[src/rtl/core/mvest_pkg.sv]
// ----------------------------------------------------------------------------
// mvest_pkg
// Types and constants shared by the pixel mean variance estimator modules.
// ----------------------------------------------------------------------------
package mvest_pkg;

  localparam logic [63:0] LIM_WIDE  = 64'h3FFF_FFFF_FFFF_FFFF;
  localparam logic [63:0] LIM_SIGMA = 64'h0000_1FFF_FFFF_FFFF;
  localparam logic [63:0] LIM_OUT   = 64'h0000_7FFF_FFFF_FFFF;
  localparam logic [63:0] LIM_NONE  = 64'hFFFF_FFFF_FFFF_FFFF;
  localparam logic [63:0] ONE_Q40   = 64'h0000_0100_0000_0000;

  localparam logic [1:0] SH_0  = 2'd0;
  localparam logic [1:0] SH_8  = 2'd1;
  localparam logic [1:0] SH_16 = 2'd2;
  localparam logic [1:0] SH_32 = 2'd3;

  localparam logic [1:0] LS_WIDE  = 2'd0;
  localparam logic [1:0] LS_SIGMA = 2'd1;
  localparam logic [1:0] LS_OUT   = 2'd2;
  localparam logic [1:0] LS_NONE  = 2'd3;

  localparam logic [1:0] CFG_LUMA_RED   = 2'd0;
  localparam logic [1:0] CFG_LUMA_GREEN = 2'd1;
  localparam logic [1:0] CFG_LUMA_BLUE  = 2'd2;
  localparam logic [1:0] CFG_CLAMP      = 2'd3;

  localparam logic [15:0] RST_LUMA_RED   = 16'd13933;
  localparam logic [15:0] RST_LUMA_GREEN = 16'd46871;
  localparam logic [15:0] RST_LUMA_BLUE  = 16'd4732;
  localparam logic [15:0] RST_CLAMP      = 16'd5000;

  typedef struct packed {
    logic               start;
    logic signed [63:0] a;
    logic signed [63:0] b;
    logic [1:0]         sh;
    logic [1:0]         lim;
  } mul_req_t;

  typedef struct packed {
    logic               start;
    logic signed [63:0] num;
    logic signed [63:0] den;
  } div_req_t;

  typedef struct packed {
    logic               busy;
    logic               done;
    logic signed [63:0] res;
  } unit_rsp_t;

  function automatic logic [63:0] mag64(input logic signed [63:0] a);
    mag64 = a[63] ? (64'd0 - a) : a;
  endfunction

endpackage

[src/rtl/core/mvest_mul.sv]
// ----------------------------------------------------------------------------
// mvest_mul
// Shared 64x64 multiplier over four 32x32 partial products, shift and saturate.
// ----------------------------------------------------------------------------
module mvest_mul (
  input  logic                 clk,
  input  logic                 rst_n,
  input  mvest_pkg::mul_req_t  req,
  output mvest_pkg::unit_rsp_t rsp
);

  logic [63:0]        am_r, bm_r, pp_r;
  logic               neg_r, busy_r, done_r;
  logic [1:0]         sh_r, lim_r, pidx_r;
  logic [2:0]         cnt_r;
  logic [127:0]       acc_r;
  logic signed [63:0] res_r;

  logic [31:0]  a_part, b_part;
  logic [127:0] pp_sh, shv;
  logic [63:0]  limv, magv;

  assign a_part = cnt_r[1] ? am_r[63:32] : am_r[31:0];
  assign b_part = cnt_r[0] ? bm_r[63:32] : bm_r[31:0];

  always_comb begin
    case (pidx_r)
      2'd0:    pp_sh = {64'd0, pp_r};
      2'd3:    pp_sh = {pp_r, 64'd0};
      default: pp_sh = {32'd0, pp_r, 32'd0};
    endcase
    case (sh_r)
      mvest_pkg::SH_0:  shv = acc_r;
      mvest_pkg::SH_8:  shv = acc_r >> 8;
      mvest_pkg::SH_16: shv = acc_r >> 16;
      default:          shv = acc_r >> 32;
    endcase
    case (lim_r)
      mvest_pkg::LS_WIDE:  limv = mvest_pkg::LIM_WIDE;
      mvest_pkg::LS_SIGMA: limv = mvest_pkg::LIM_SIGMA;
      mvest_pkg::LS_OUT:   limv = mvest_pkg::LIM_OUT;
      default:             limv = mvest_pkg::LIM_NONE;
    endcase
    magv = ((shv[127:64] != 64'd0) || (shv[63:0] > limv)) ? limv : shv[63:0];
  end

  always_ff @(posedge clk) begin
    if (!rst_n) begin
      busy_r <= 1'b0;
      done_r <= 1'b0;
      cnt_r  <= 3'd0;
    end else begin
      done_r <= 1'b0;
      if (req.start && !busy_r) begin
        am_r   <= mvest_pkg::mag64(req.a);
        bm_r   <= mvest_pkg::mag64(req.b);
        neg_r  <= req.a[63] ^ req.b[63];
        sh_r   <= req.sh;
        lim_r  <= req.lim;
        acc_r  <= 128'd0;
        cnt_r  <= 3'd0;
        busy_r <= 1'b1;
      end else if (busy_r) begin
        if (cnt_r < 3'd4) begin
          pp_r   <= a_part * b_part;
          pidx_r <= cnt_r[1:0];
        end
        if (cnt_r >= 3'd1 && cnt_r <= 3'd4) begin
          acc_r <= acc_r + pp_sh;
        end
        if (cnt_r == 3'd5) begin
          res_r  <= neg_r ? $signed(64'd0 - magv) : $signed(magv);
          done_r <= 1'b1;
          busy_r <= 1'b0;
        end
        cnt_r <= cnt_r + 3'd1;
      end
    end
  end

  assign rsp.busy = busy_r;
  assign rsp.done = done_r;
  assign rsp.res  = res_r;

endmodule

[config.mk]
export PLATFORM = sky130hd
export DESIGN_NAME = mvest_mul
export DESIGN_NICKNAME = d
export VERILOG_FILES = /design/src/rtl/core/mvest_pkg.sv /design/src/rtl/core/mvest_mul.sv
export SDC_FILE = /design/constraint.sdc
export NUM_CORES = 2
export LEC_CHECK = 0
export ABC_AREA = 1
export BUFFER_PORTS_ARGS = -buffer_cell sky130_fd_sc_hd__buf_2
export CORE_AREA = 5 5 385 349
export CTS_CLUSTER_DIAMETER = 120
export DETAILED_ROUTE_END_ITERATION = 8
export DIE_AREA = 0 0 390 354
export PLACE_DENSITY = 0.69
export SLEW_MARGIN = 0
export SYNTH_ARGS = -nofsm -noshare
export SYNTH_HDL_FRONTEND = slang
export SYNTH_SLANG_ARGS = --single-unit
[constraint.sdc]
create_clock -name clk -period 11.45 [get_ports clk]
set_input_delay 1.145 -clock clk [delete_from_list [all_inputs] [get_ports clk]]
set_output_delay 1.145 -clock clk [all_outputs]
set_load 0.05 [all_outputs]
==> results.py <==
metrics = {
    "final_layout": {
        "layout_commonest_cell": "sky130_fd_sc_hd__inv_1",
        "layout.nets": 9910,
        "layout_common_cells": "sky130_fd_sc_hd__inv_1, sky130_fd_sc_hd__nor2_1, sky130_fd_sc_hd__nand2_1",
        "fraction_of_layout_cells_with_a_size_suffix_above_1_pct": 6.54,
        "n_fill_cell": 12688,
        "finish.cell_count_without_fillers": 10238,
        "register_area_um2": 11800,
        "finish.instance_area_um2": 69600,
        "multi_input_combinational_cell_area_um2": 45500,
        "area_growth_pct": 7.73,
    },
    "floorplan": {
        "fp.coreArea_um2": 130000,
        "starting_density_of_the_core_pct": 49.7,
        "height_of_the_die_um": 354,
        "die_w_um": 390,
        "floorplan.die_area_um2": 138000,
        "fp-row-count": 126,
        "top_level_i_o_count": 201,
    },
    "synth": {
        "syn-num-nets": 9813,
        "syn-mean-instance-area_um2": 7.72,
        "ys_top_cells_by_area": "sky130_fd_sc_hd__fa_1, sky130_fd_sc_hd__edfxtp_1, sky130_fd_sc_hd__inv_1, sky130_fd_sc_hd__ha_1, sky130_fd_sc_hd__nor2_1",
        "synth_sequential_area_ratio_pct": 18.3,
        "yosysUniqueCellTypes": 53,
        "netlist_instances": 8362,
        "synthesis.yosys.warnings": 0,
        "netlist_area_before_placement_um2": 64600,
        "synth_top_area_cell": "sky130_fd_sc_hd__fa_1",
        "synth-seq-cells": 396,
        "netlist.area_leader.share_pct": 27.8,
    },
    "worst_setup_path": {
        "critical_path.startpoint_type": "flip-flop",
        "r2r-end": "pp_r[56]$_DFFE_PP_",
        "timing.rr.start": "cnt_r[0]$_SDFFE_PN0P_",
        "worst-setup-path-type": "flip-flop to flip-flop",
        "r2r_cells": 28,
        "slowest_cell_on_the_critical_path": "sky130_fd_sc_hd__clkinv_1",
        "r2r_setup_slack_ns": 1.54,
        "path_buf_inv": 8,
        "arrival_time_at_the_worst_endpoint_ns": 10.30,
        "worst_ep_required_time_ns": 11.84,
        "path_common_cell": "sky130_fd_sc_hd__fa_1",
        "critical_path_peak_fanout": 24,
        "category_of_cells_accounting_for_the_largest_share_of_critical_path_delay": "adder cells",
        "max_stage_delay_ns": 0.81,
        "crit_path_end_kind": "flip-flop",
    },
    "sta": {
        "setup_violations": 0,
        "setup_repair_after_global_routing_missed_its_margin": "no",
        "worst-slew-pin-transition_ns": 1.36,
        "final_max_slew_viol_count": 0,
        "timing.slew.headroom_pct": 8.94,
        "fin_skew_ns": 0.0541,
        "report.final.hold_viol_count": 0,
        "finalCritPeriodShare_pct": 86.5,
        "max_freq_ghz": 0.101,
        "period_minus_slack_ns": 9.91,
        "setup_ws_ns": 1.54,
        "timing.setup.tns_ns": 0,
    },
    "clocking": {
        "worstSkewPairLatency_ns": 0.69,
        "cts_tree": "built",
        "worst_setup_hold_path_clk_slew_ns": 0.06,
        "cts_hold_repair.buffers": 0,
        "max_clock_buf_depth": 3,
        "cts.root.buffer_cell": "sky130_fd_sc_hd__clkbuf_16",
        "numCtsBuffers": 52,
        "cts_setup_buffers": 0,
        "cts_max_level": 2,
        "clock_sink_count": 396,
        "cts_repair_resize_count": 0,
    },
    "hold_path": {
        "timing.hold.worst.start": "cnt_r[2]$_SDFFE_PN0P_",
        "hold_class": "flip-flop to flip-flop",
        "holdPathStages": 2,
        "worst_hold_path_endpoint": "cnt_r[2]$_SDFFE_PN0P_",
    },
    "route": {
        "drtPass1Iterations": 8,
        "vias": 59593,
        "route.detailed.drc": 0,
        "antenna_left": 0,
        "viasPerCell": 5.82,
        "route.final.wire_length_mm": 264,
        "wire_per_inst_um": 25.8,
        "detailedRoute.firstIterationViolations": 6466,
    },
    "grt": {
        "combined_global_route_utilization_of_all_metal_layers_pct": 37.7,
        "grt_antenna_before_repair": 8,
        "grt-ovfl-total": 0,
        "grt_max_degree": 81,
        "first_pass_grt_wire_length_mm": 389,
        "grt_pass1_vias": 60279,
    },
    "placed_design": {
        "placedInstanceArea_um2": 67700,
        "place_inst": 10133,
        "hpwl_after_detailed_placement_mm": 217,
        "pre_cts_ws_ns": 1.70,
        "io_buffers": 200,
        "gpl.final_weighted_congestion": 1.02,
    },
    "outcome": {
        "outcome": "finished clean",
    },
    "flow_run": {
        "max_cap_viol_count": 0,
    },
}
[cell usage after synthesis (all sizes together)]
cell	count
xnor2	83
a31oi	73
o2111ai	9
and3	10
clkinv	32
nand4	72
nand2	1290
o221ai	13
o22ai	64
a311oi	1
a41oi	2
dfxtp	5
o21a	72
a221oi	6
a21boi	16
a211oi	5
o21ai	431
nor2	1358
edfxtp	391
o211ai	16
nand3b	15
o21bai	14
o311ai	4
a21o	9
nor4	50
a21oi	530
nand3	196
o31ai	11
inv	1685
or4	1
o32ai	1
buf	44
clkbuf	221
ha	419
nor3	70
or2	91
fa	897
xor2	149
o41ai	4
and2	1
a211o	1
[final cells by class]
cell class	instances	share of cell area (%)
well taps	1728	3.11
clock buffers	58	1.93
clock inverters	40	0.689
repair buffers	308	2.60
diodes	7	0.0252
multi-input cells	5984	65.4
flip-flops and latches	396	17.0
inverters	1717	9.26
[worst max path at each step]
stage | cells past startpoint | start | slack, ns | to
floorplan | 31 | cnt_r[0]$_SDFFE_PN0P_ | 3.51 | pp_r[56]$_DFFE_PP_
global placement | 26 | cnt_r[0]$_SDFFE_PN0P_ | 1.18 | pp_r[56]$_DFFE_PP_
detailed placement | 28 | cnt_r[0]$_SDFFE_PN0P_ | 1.70 | pp_r[56]$_DFFE_PP_
CTS | 28 | cnt_r[0]$_SDFFE_PN0P_ | 1.66 | pp_r[56]$_DFFE_PP_
global route | 29 | cnt_r[0]$_SDFFE_PN0P_ | 1.02 | pp_r[60]$_DFFE_PP_
finish | 28 | cnt_r[0]$_SDFFE_PN0P_ | 1.54 | pp_r[56]$_DFFE_PP_
[per-layer routing]
metal	GRT usage, %	routed length, µm	vias up
li1	-	-	26415
met1	48.4	101000	29066
met2	59.8	118000	3347
met3	8.85	27400	753
met4	19.4	17100	12
met5	0	82	-
[worst min-delay path, stage by stage (launching register included)]
cell                      delay [ns]
sky130_fd_sc_hd__dfxtp_1        0.37
sky130_fd_sc_hd__a21oi_1        0.14
sky130_fd_sc_hd__nor3_1         0.05
[sequential cells by signal, summed over array words and instances, names as in the netlist, 3 cells and up]
signal / count
res_r: 64
pp_r: 64
am_r: 64
acc_r: 128
cnt_r: 3
bm_r: 64
[metrics by stage]
| stage | hold slack (ns) | util [%] |
|---|---|---|
| after floorplan | 0.432 | - |
| after global placement | 0.579 | 52.1 |
| after detailed placement | 0.584 | 52.1 |
| after CTS | 0.592 | 53.5 |
| after global routing | 0.616 | 53.5 |
| final | 0.601 | 53.5 |
[logic make-up after synthesis]
logic type      count (synthesis)  synth area share [%]
simple gates                 3154                  19.9
flops                         396                  18.3
compound gates               1282                  11.0
xor+xnor                      232                  3.15
buf+inv                      1982                  11.7
fa+ha+maj                    1316                  35.9
Power is not shown: default switching activity piles up to over one toggle a cycle in this logic, so the estimate is an artifact.
