`src/rtl/core/mvest_pkg.sv`:
```
// ----------------------------------------------------------------------------
// mvest_pkg
// Types and constants shared by the pixel mean variance estimator modules.
// ----------------------------------------------------------------------------
package mvest_pkg;

  localparam logic [63:0] LIM_WIDE  = 64'h3FFF_FFFF_FFFF_FFFF;
  localparam logic [63:0] LIM_SIGMA = 64'h0000_1FFF_FFFF_FFFF;
  localparam logic [63:0] LIM_OUT   = 64'h0000_7FFF_FFFF_FFFF;
  localparam logic [63:0] LIM_NONE  = 64'hFFFF_FFFF_FFFF_FFFF;
  localparam logic [63:0] ONE_Q40   = 64'h0000_0100_0000_0000;

  localparam logic [1:0] SH_0  = 2'd0;
  localparam logic [1:0] SH_8  = 2'd1;
  localparam logic [1:0] SH_16 = 2'd2;
  localparam logic [1:0] SH_32 = 2'd3;

  localparam logic [1:0] LS_WIDE  = 2'd0;
  localparam logic [1:0] LS_SIGMA = 2'd1;
  localparam logic [1:0] LS_OUT   = 2'd2;
  localparam logic [1:0] LS_NONE  = 2'd3;

  localparam logic [1:0] CFG_LUMA_RED   = 2'd0;
  localparam logic [1:0] CFG_LUMA_GREEN = 2'd1;
  localparam logic [1:0] CFG_LUMA_BLUE  = 2'd2;
  localparam logic [1:0] CFG_CLAMP      = 2'd3;

  localparam logic [15:0] RST_LUMA_RED   = 16'd13933;
  localparam logic [15:0] RST_LUMA_GREEN = 16'd46871;
  localparam logic [15:0] RST_LUMA_BLUE  = 16'd4732;
  localparam logic [15:0] RST_CLAMP      = 16'd5000;

  typedef struct packed {
    logic               start;
    logic signed [63:0] a;
    logic signed [63:0] b;
    logic [1:0]         sh;
    logic [1:0]         lim;
  } mul_req_t;

  typedef struct packed {
    logic               start;
    logic signed [63:0] num;
    logic signed [63:0] den;
  } div_req_t;

  typedef struct packed {
    logic               busy;
    logic               done;
    logic signed [63:0] res;
  } unit_rsp_t;

  function automatic logic [63:0] mag64(input logic signed [63:0] a);
    mag64 = a[63] ? (64'd0 - a) : a;
  endfunction

endpackage

```
`src/rtl/core/mvest_div.sv`:
```
// ----------------------------------------------------------------------------
// mvest_div
// Shared signed 64-bit restoring divider, one quotient bit per cycle.
// ----------------------------------------------------------------------------
module mvest_div (
  input  logic                 clk,
  input  logic                 rst_n,
  input  mvest_pkg::div_req_t  req,
  output mvest_pkg::unit_rsp_t rsp
);

  logic [63:0]        num_r, den_r, rem_r;
  logic               neg_r, busy_r, done_r;
  logic [5:0]         cnt_r;
  logic signed [63:0] res_r;

  logic [64:0] tmp, diff;
  logic        ge;
  logic [63:0] q_new;

  assign tmp   = {rem_r, num_r[63]};
  assign diff  = tmp - {1'b0, den_r};
  assign ge    = tmp >= {1'b0, den_r};
  assign q_new = {num_r[62:0], ge};

  always_ff @(posedge clk) begin
    if (!rst_n) begin
      busy_r <= 1'b0;
      done_r <= 1'b0;
      cnt_r  <= 6'd0;
    end else begin
      done_r <= 1'b0;
      if (req.start && !busy_r) begin
        num_r  <= mvest_pkg::mag64(req.num);
        den_r  <= mvest_pkg::mag64(req.den);
        neg_r  <= req.num[63] ^ req.den[63];
        rem_r  <= 64'd0;
        cnt_r  <= 6'd0;
        busy_r <= 1'b1;
      end else if (busy_r) begin
        rem_r <= ge ? diff[63:0] : tmp[63:0];
        num_r <= q_new;
        cnt_r <= cnt_r + 6'd1;
        if (cnt_r == 6'd63) begin
          res_r  <= neg_r ? $signed(64'd0 - q_new) : $signed(q_new);
          done_r <= 1'b1;
          busy_r <= 1'b0;
        end
      end
    end
  end

  assign rsp.busy = busy_r;
  assign rsp.done = done_r;
  assign rsp.res  = res_r;

endmodule

```
`config.mk`:
```
export PLATFORM = sky130hd
export DESIGN_NAME = mvest_div
export DESIGN_NICKNAME = d
export VERILOG_FILES = /design/src/rtl/core/mvest_pkg.sv /design/src/rtl/core/mvest_div.sv
export SDC_FILE = /design/constraint.sdc
export NUM_CORES = 1
export LEC_CHECK = 0
export ABC_AREA = 1
export ABC_CLOCK_PERIOD_IN_PS = 7900
export BUFFER_PORTS_ARGS = -buffer_cell sky130_fd_sc_hd__buf_2
export CORE_MARGIN = 4
export CORE_UTILIZATION = 50
export DETAILED_ROUTE_END_ITERATION = 10
export PLACE_DENSITY_LB_ADDON = 0.25
export SYNTH_ARGS = -nofsm -noshare
export SYNTH_HDL_FRONTEND = slang
export SYNTH_SLANG_ARGS = --single-unit
```
`constraint.sdc`:
```
create_clock -name clk -period 7.9 [get_ports clk]
set_clock_uncertainty 0.2 [all_clocks]
set_input_delay 0.395 -clock clk [delete_from_list [all_inputs] [get_ports clk]]
set_output_delay 0.395 -clock clk [all_outputs]
set_load 0.01 [all_outputs]
```
==> results of run 1 <==
-- cell families after synthesis --
family	after synthesis	synth area share
buf+inv	447	0.0859
compound gates	453	0.124
fa+ha+maj	69	0.0434
simple gates	1249	0.270
xor+xnor	193	0.0843
flops	265	0.393
-- metrics by stage --
step / util / setup slack, ps / total power (uW) / std cells / hold WS (ps)
floorplan: - / 256 / 2680 / 2676 / 239
global placement: 0.542 / 3490 / 3040 / 3349 / 249
detailed placement: 0.542 / 3440 / 3050 / 3349 / 265
CTS: 0.579 / 3430 / 4570 / 3445 / 1.18
global route: 0.580 / 3050 / 4800 / 3446 / 6.92
finish: 0.580 / 3400 / 4560 / 3446 / 30.1
-- per-layer routing --
metal  wire (um)  vias up  global-route usage
li1            -     9381                   -
met1       26200     8748               0.358
met2       31000      681               0.500
met3        3660      153              0.0296
met4        2650        0               0.112
met5           0        -                   0
-- worst max-delay path by stage --
| stage | end | from | slack [ps] | cells past startpoint |
|---|---|---|---|---|
| after detailed placement | res_r[62] | rem_r[59] | 3440 | 20 |
| after global routing | res_r[62] | rem_r[58] | 3050 | 20 |
| after global placement | res_r[62] | rem_r[58] | 3490 | 20 |
| after CTS | res_r[62] | rem_r[59] | 3430 | 20 |
| after floorplan | num_r[0] | busy_r | 260 | 3 |
| final | res_r[62] | rem_r[58] | 3400 | 20 |
-- worst max-delay path, stage by stage, from the launching register on --
cell	delay, ps
edfxtp_1	430
ha_1	420
nand2_1	100
inv_1	120
nand2_1	130
nor3_1	220
nand2_1	110
nor2_1	270
nand2_4	160
nand2_4	460
inv_1	260
ha_1	280
nand2_1	110
nor2_1	60
nand3_1	130
nand2_1	120
nand2_1	190
nor2_1	90
nand2_1	110
a21oi_1	70
xor2_1	170
-- report_power, final --
group          total [uW]  internal [uW]  switching [uW]  leakage, uW
Clock                1500            933             563     0.000502
Sequential           1780           1710            77.8      0.00248
Combinational        1280            431             849      0.00666
-- Yosys cell counts, drive strengths merged (5+ instances only) --
| cell type | n | share of area |
|---|---|---|
| clkbuf | 38 | 0.0071 |
| and3 | 5 | 0.0016 |
| o211ai | 8 | 0.0032 |
| nand4 | 49 | 0.016 |
| inv | 385 | 0.072 |
| xnor2 | 82 | 0.036 |
| o31ai | 9 | 0.0036 |
| nand3b | 12 | 0.0045 |
| nand2 | 543 | 0.10 |
| or2 | 10 | 0.0031 |
| o21a | 5 | 0.0019 |
| buf | 22 | 0.0064 |
| dfxtp | 8 | 0.0080 |
| ha | 68 | 0.042 |
| o21bai | 22 | 0.0088 |
| a21oi | 146 | 0.036 |
| a21o | 9 | 0.0034 |
| nor3 | 63 | 0.017 |
| nand3 | 142 | 0.036 |
| o21ai | 221 | 0.056 |
| a31oi | 24 | 0.0075 |
| xor2 | 111 | 0.048 |
| edfxtp | 257 | 0.38 |
| nor2 | 375 | 0.073 |
| nor4 | 49 | 0.016 |
-- layout make-up --
cell class,instances,area (um2),share of cell area
antenna,1,2.50,0.000109
sequential,265,7880,0.342
multi-input combinational,1964,10500,0.456
timing repair buffer,251,1500,0.0652
tap,525,657,0.0285
clock inverter,18,294,0.0128
inverter,387,1460,0.0632
clock buffer,35,748,0.0325
-- flip-flops by register name (all words and copies together) (netlist names) --
name,cells
den_r,64
done_r,1
cnt_r,6
num_r,64
neg_r,1
busy_r,1
rem_r,64
res_r,64
==> results.sh, run 1 <==
export IMPL_run_status="complete, no violations"
export IMPL_min_path_type="input port to register"
export IMPL_max_freq_ghz=0.222
export IMPL_hold_viol_final=0
export IMPL_placed_area_um2=21600
export IMPL_synth_cell_types=55
export IMPL_maxCapViolCount=0
export IMPL_start_kind="register"
export IMPL_dieHeight_um=208
export IMPL_post_cts_buffers=0
export IMPL_area_growth_pct=14.8
export IMPL_grt_overflow=0
export IMPL_p_per_area_nw_per_um2=198
export IMPL_portBuffers=196
export IMPL_wl_per_cell_um=18.4
export IMPL_clk_pin_slew_ps=60
export IMPL_worstRegToRegCells=20
export IMPL_yosysSeqAreaShare=0.393
export IMPL_drtIter0Drc=1527
export IMPL_cp_end_kind="register"
export IMPL_r2r_start="rem_r[58]"
export IMPL_ys_ff_latch=265
export IMPL_start_util=0.505
export IMPL_cts_resized=0
export IMPL_ys_warn_count=0
export IMPL_grt_pass1_vias=18700
export IMPL_syn_nets=2876
export IMPL_rrSetupSlack_ps=3400
export IMPL_fin_crit_ps=4500
export IMPL_crit_type="register to register"
export IMPL_cts_root_buf="clkbuf_16"
export IMPL_worst_pin_slew_ps=1100
export IMPL_numCtsBuffers=29
export IMPL_crit_required_ps=8010
export IMPL_drive_gt1_frac=0.108
export IMPL_row_count=73
export IMPL_final_cell_mix="nand2_1, inv_1, nor2_1, edfxtp_1, buf_2"
export IMPL_vias_per_cell=5.50
export IMPL_clock_latency_ps=560
export IMPL_path_max_fanout=56
export IMPL_drtAntennaViolNets=0
export IMPL_cts_sinks=265
export IMPL_relSlewSlack=0.262
export IMPL_rsz0062_at_grt="false"
export IMPL_postRouteWirelength_um=63500
export IMPL_whs_endpoint="den_r[6]"
export IMPL_fp_coreArea_um2=39700
export IMPL_post_route_period_util=0.569
export IMPL_final_area_um2=23000
export IMPL_grt_max_degree=79
export IMPL_cts_buffer_depth=3
export IMPL_netlist_area_um2=20100
export IMPL_dp_hpwl_um=49900
export IMPL_critical_path_arrival_ps=4610
export IMPL_cts_htree_levels=1
export IMPL_cts_tree="yes"
export IMPL_vdd_drop_max_mv=0.147
export IMPL_cts_hold_buffers_added=43
export IMPL_drt_pass1_iter_count=7
export IMPL_finalSetupViolCount=0
export IMPL_power_leakage_uw=0.00964
export IMPL_netlist_instances=2676
export IMPL_final_nets=3098
export IMPL_drc_errors=0
export IMPL_drv_slew=0
export IMPL_final_common_cell="nand2_1"
export IMPL_n_fill_cell=3714
export IMPL_fp_dieW_um=208
export IMPL_whs_path_depth=2
export IMPL_rr_endpoint="res_r[62]"
export IMPL_grt_usage=0.283
export IMPL_synth_edf_count=257
export IMPL_min_from="req[6]"
export IMPL_num_vias=19000
export IMPL_grt_antenna_before_repair=1
export IMPL_grt_pass1_wl_um=99300
export IMPL_syn_area_per_cell_um2=7.50
export IMPL_final_setup_tns_ps=0
export IMPL_die_area_um2=43400
export IMPL_globalplace_congestion=1.03
export IMPL_io_pins=197
export IMPL_synth_async_sr_flop_share=0
export IMPL_synth_ff_type="edfxtp_1"
Note: power is estimated with default switching activity, not from simulation.
==> run 2: changes to the inputs <==
ABC_CLOCK_PERIOD_IN_PS = 4300   (was 7900)
clock period = 4.3 ns   (was 7.9 ns; I/O delays follow)
==> results.sh, run 2 (same netlist as run 1, synthesis figures left out) <==
export IMPL_grt_pass1_vias=19000
export IMPL_cts_sinks=265
export IMPL_post_route_period_util=0.913
export IMPL_regArea_um2=7880
export IMPL_maxCapViolCount=0
export IMPL_final_common_cell="nand2_1"
export IMPL_p_per_area_nw_per_um2=336
export IMPL_intPower_uw=5290
export IMPL_path_max_fanout=7
export IMPL_p_comb_frac=0.301
export IMPL_portBuffers=196
export IMPL_area_growth_pct=18.7
export IMPL_hold_viol_final=0
export IMPL_globalplace_congestion=1.05
export IMPL_swShare=0.339
export IMPL_multi_input_area_um2=10500
export IMPL_drtIter0Drc=1366
export IMPL_row_count=73
export IMPL_finalSetupViolCount=0
export IMPL_num_vias=19400
export IMPL_clk_pin_slew_ps=60
export IMPL_power_frac_clock=0.290
export IMPL_crit_required_ps=4410
export IMPL_drt_pass1_iter_count=6
export IMPL_grt_pass1_wl_um=98600
export IMPL_drive_gt1_frac=0.105
export IMPL_cts_buffer_depth=3
export IMPL_rsz0062_at_grt="false"
export IMPL_netSwitchingPower_uw=2710
export IMPL_crit_type="register to register"
export IMPL_fin_util=0.599
export IMPL_dieHeight_um=208
export IMPL_die_area_um2=43400
export IMPL_worst_pin_slew_ps=949
export IMPL_numCtsBuffers=29
export IMPL_cts_htree_levels=1
export IMPL_wl_per_cell_um=17.8
export IMPL_drv_slew=0
export IMPL_min_path_type="input port to register"
export IMPL_cp_end_kind="register"
export IMPL_cts_tree="yes"
export IMPL_grt_max_degree=132
export IMPL_power_leakage_uw=0.00998
export IMPL_grt_overflow=0
export IMPL_drtAntennaViolNets=0
export IMPL_postRouteWirelength_um=62800
export IMPL_grt_usage=0.279
export IMPL_fp_coreArea_um2=39700
export IMPL_relSlewSlack=0.362
export IMPL_final_setup_tns_ps=0
export IMPL_clock_latency_ps=560
export IMPL_io_pins=197
export IMPL_cts_root_buf="clkbuf_16"
export IMPL_fin_crit_ps=3930
export IMPL_max_freq_ghz=0.255
export IMPL_critical_path_arrival_ps=4030
export IMPL_run_status="complete, no violations"
export IMPL_final_cell_mix="nand2_1, inv_1, nor2_1, edfxtp_1, buf_2"
export IMPL_grt_antenna_before_repair=1
export IMPL_start_kind="register"
export IMPL_vias_per_cell=5.50
export IMPL_total_power_uw=7990
export IMPL_fp_dieW_um=208
export IMPL_dp_hpwl_um=48500
export IMPL_final_nets=3189
export IMPL_n_fill_cell=3561
export IMPL_drc_errors=0
export IMPL_power_frac_seq=0.410
export IMPL_vdd_drop_max_mv=0.228
export IMPL_start_util=0.505
-- run 2: timing repair --
| action | in CTS | in global routing |
|---|---|---|
| hold buffers | 132 | 0 |
| endpoints found under the setup margin | 0 | 0 |
| endpoints found under the hold margin | 133 | 0 |
| gates resized for setup | 0 | 0 |
| buffers inserted | 0 | 0 |
-- run 2: worst paths after layout --
kind	startpoint	end	slack, ps	depth (start not counted)
min	req[65]	num_r[1]	30	5
max	rem_r[11]	res_r[62]	370	20
min reg2reg	cnt_r[5]	cnt_r[5]	260	2
max reg2reg	rem_r[11]	res_r[62]	370	20
-- run 2: cell type report --
type                            instances  share of cell area
Tap cell                              525              0.0276
Clock inverter                         19             0.00547
Inverter                              387              0.0611
Antenna cell                            1            0.000105
Multi-Input combinational cell       1964               0.441
Sequential cell                       265               0.331
Clock buffer                           33              0.0311
Timing Repair Buffer                  342               0.103
-- run 2: stage by stage --
stage | setup slack [ps] | cells | hold slack (ps) | area, um2
detailed placement | 445 | 3351 | 220 | 21600
global placement | 478 | 3351 | 218 | 21600
finish | 374 | 3536 | 30.5 | 23800
CTS | 420 | 3535 | 0.328 | 23800
floorplan | 562 | 2676 | 114 | 20100
global route | 23.2 | 3536 | 84.0 | 23800
-- run 2: critical path: stages (launching register included) --
cell and delay, ps:
edfxtp_1 400, ha_1 350, a21oi_1 210, nand2_1 110, a21oi_1 240, nand2_1 100
nand2_1 80, nand3_2 190, nand2_4 210, nand2_4 70, inv_1 80, ha_1 170
nand2_1 100, nor2_1 140, nand3_1 160, nand2_1 150, nand2_1 150, nor2_1 190
nand2_1 120, a21oi_1 160, xor2_1 80
-- run 2: power groups by stage --
stage | Sequential (uW) | Combinational, uW | Clock (uW)
2_1_floorplan | 3280 | 1630 | 0
3_3_place_gp | 3320 | 2250 | 0
3_5_place_dp | 3320 | 2270 | 0
4_1_cts | 3270 | 2380 | 2370
5_1_grt | 3300 | 2670 | 2480
6_report | 3280 | 2400 | 2310
-- run 2: per-layer routing --
metal | global-route usage | vias up | part of all wire
met1 | 0.345 | 8930 | 0.41
met2 | 0.488 | 754 | 0.48
met4 | 0.135 | 0 | 0.054
met5 | 0 | - | 0
li1 | - | 9551 | -
met3 | 0.0273 | 204 | 0.056
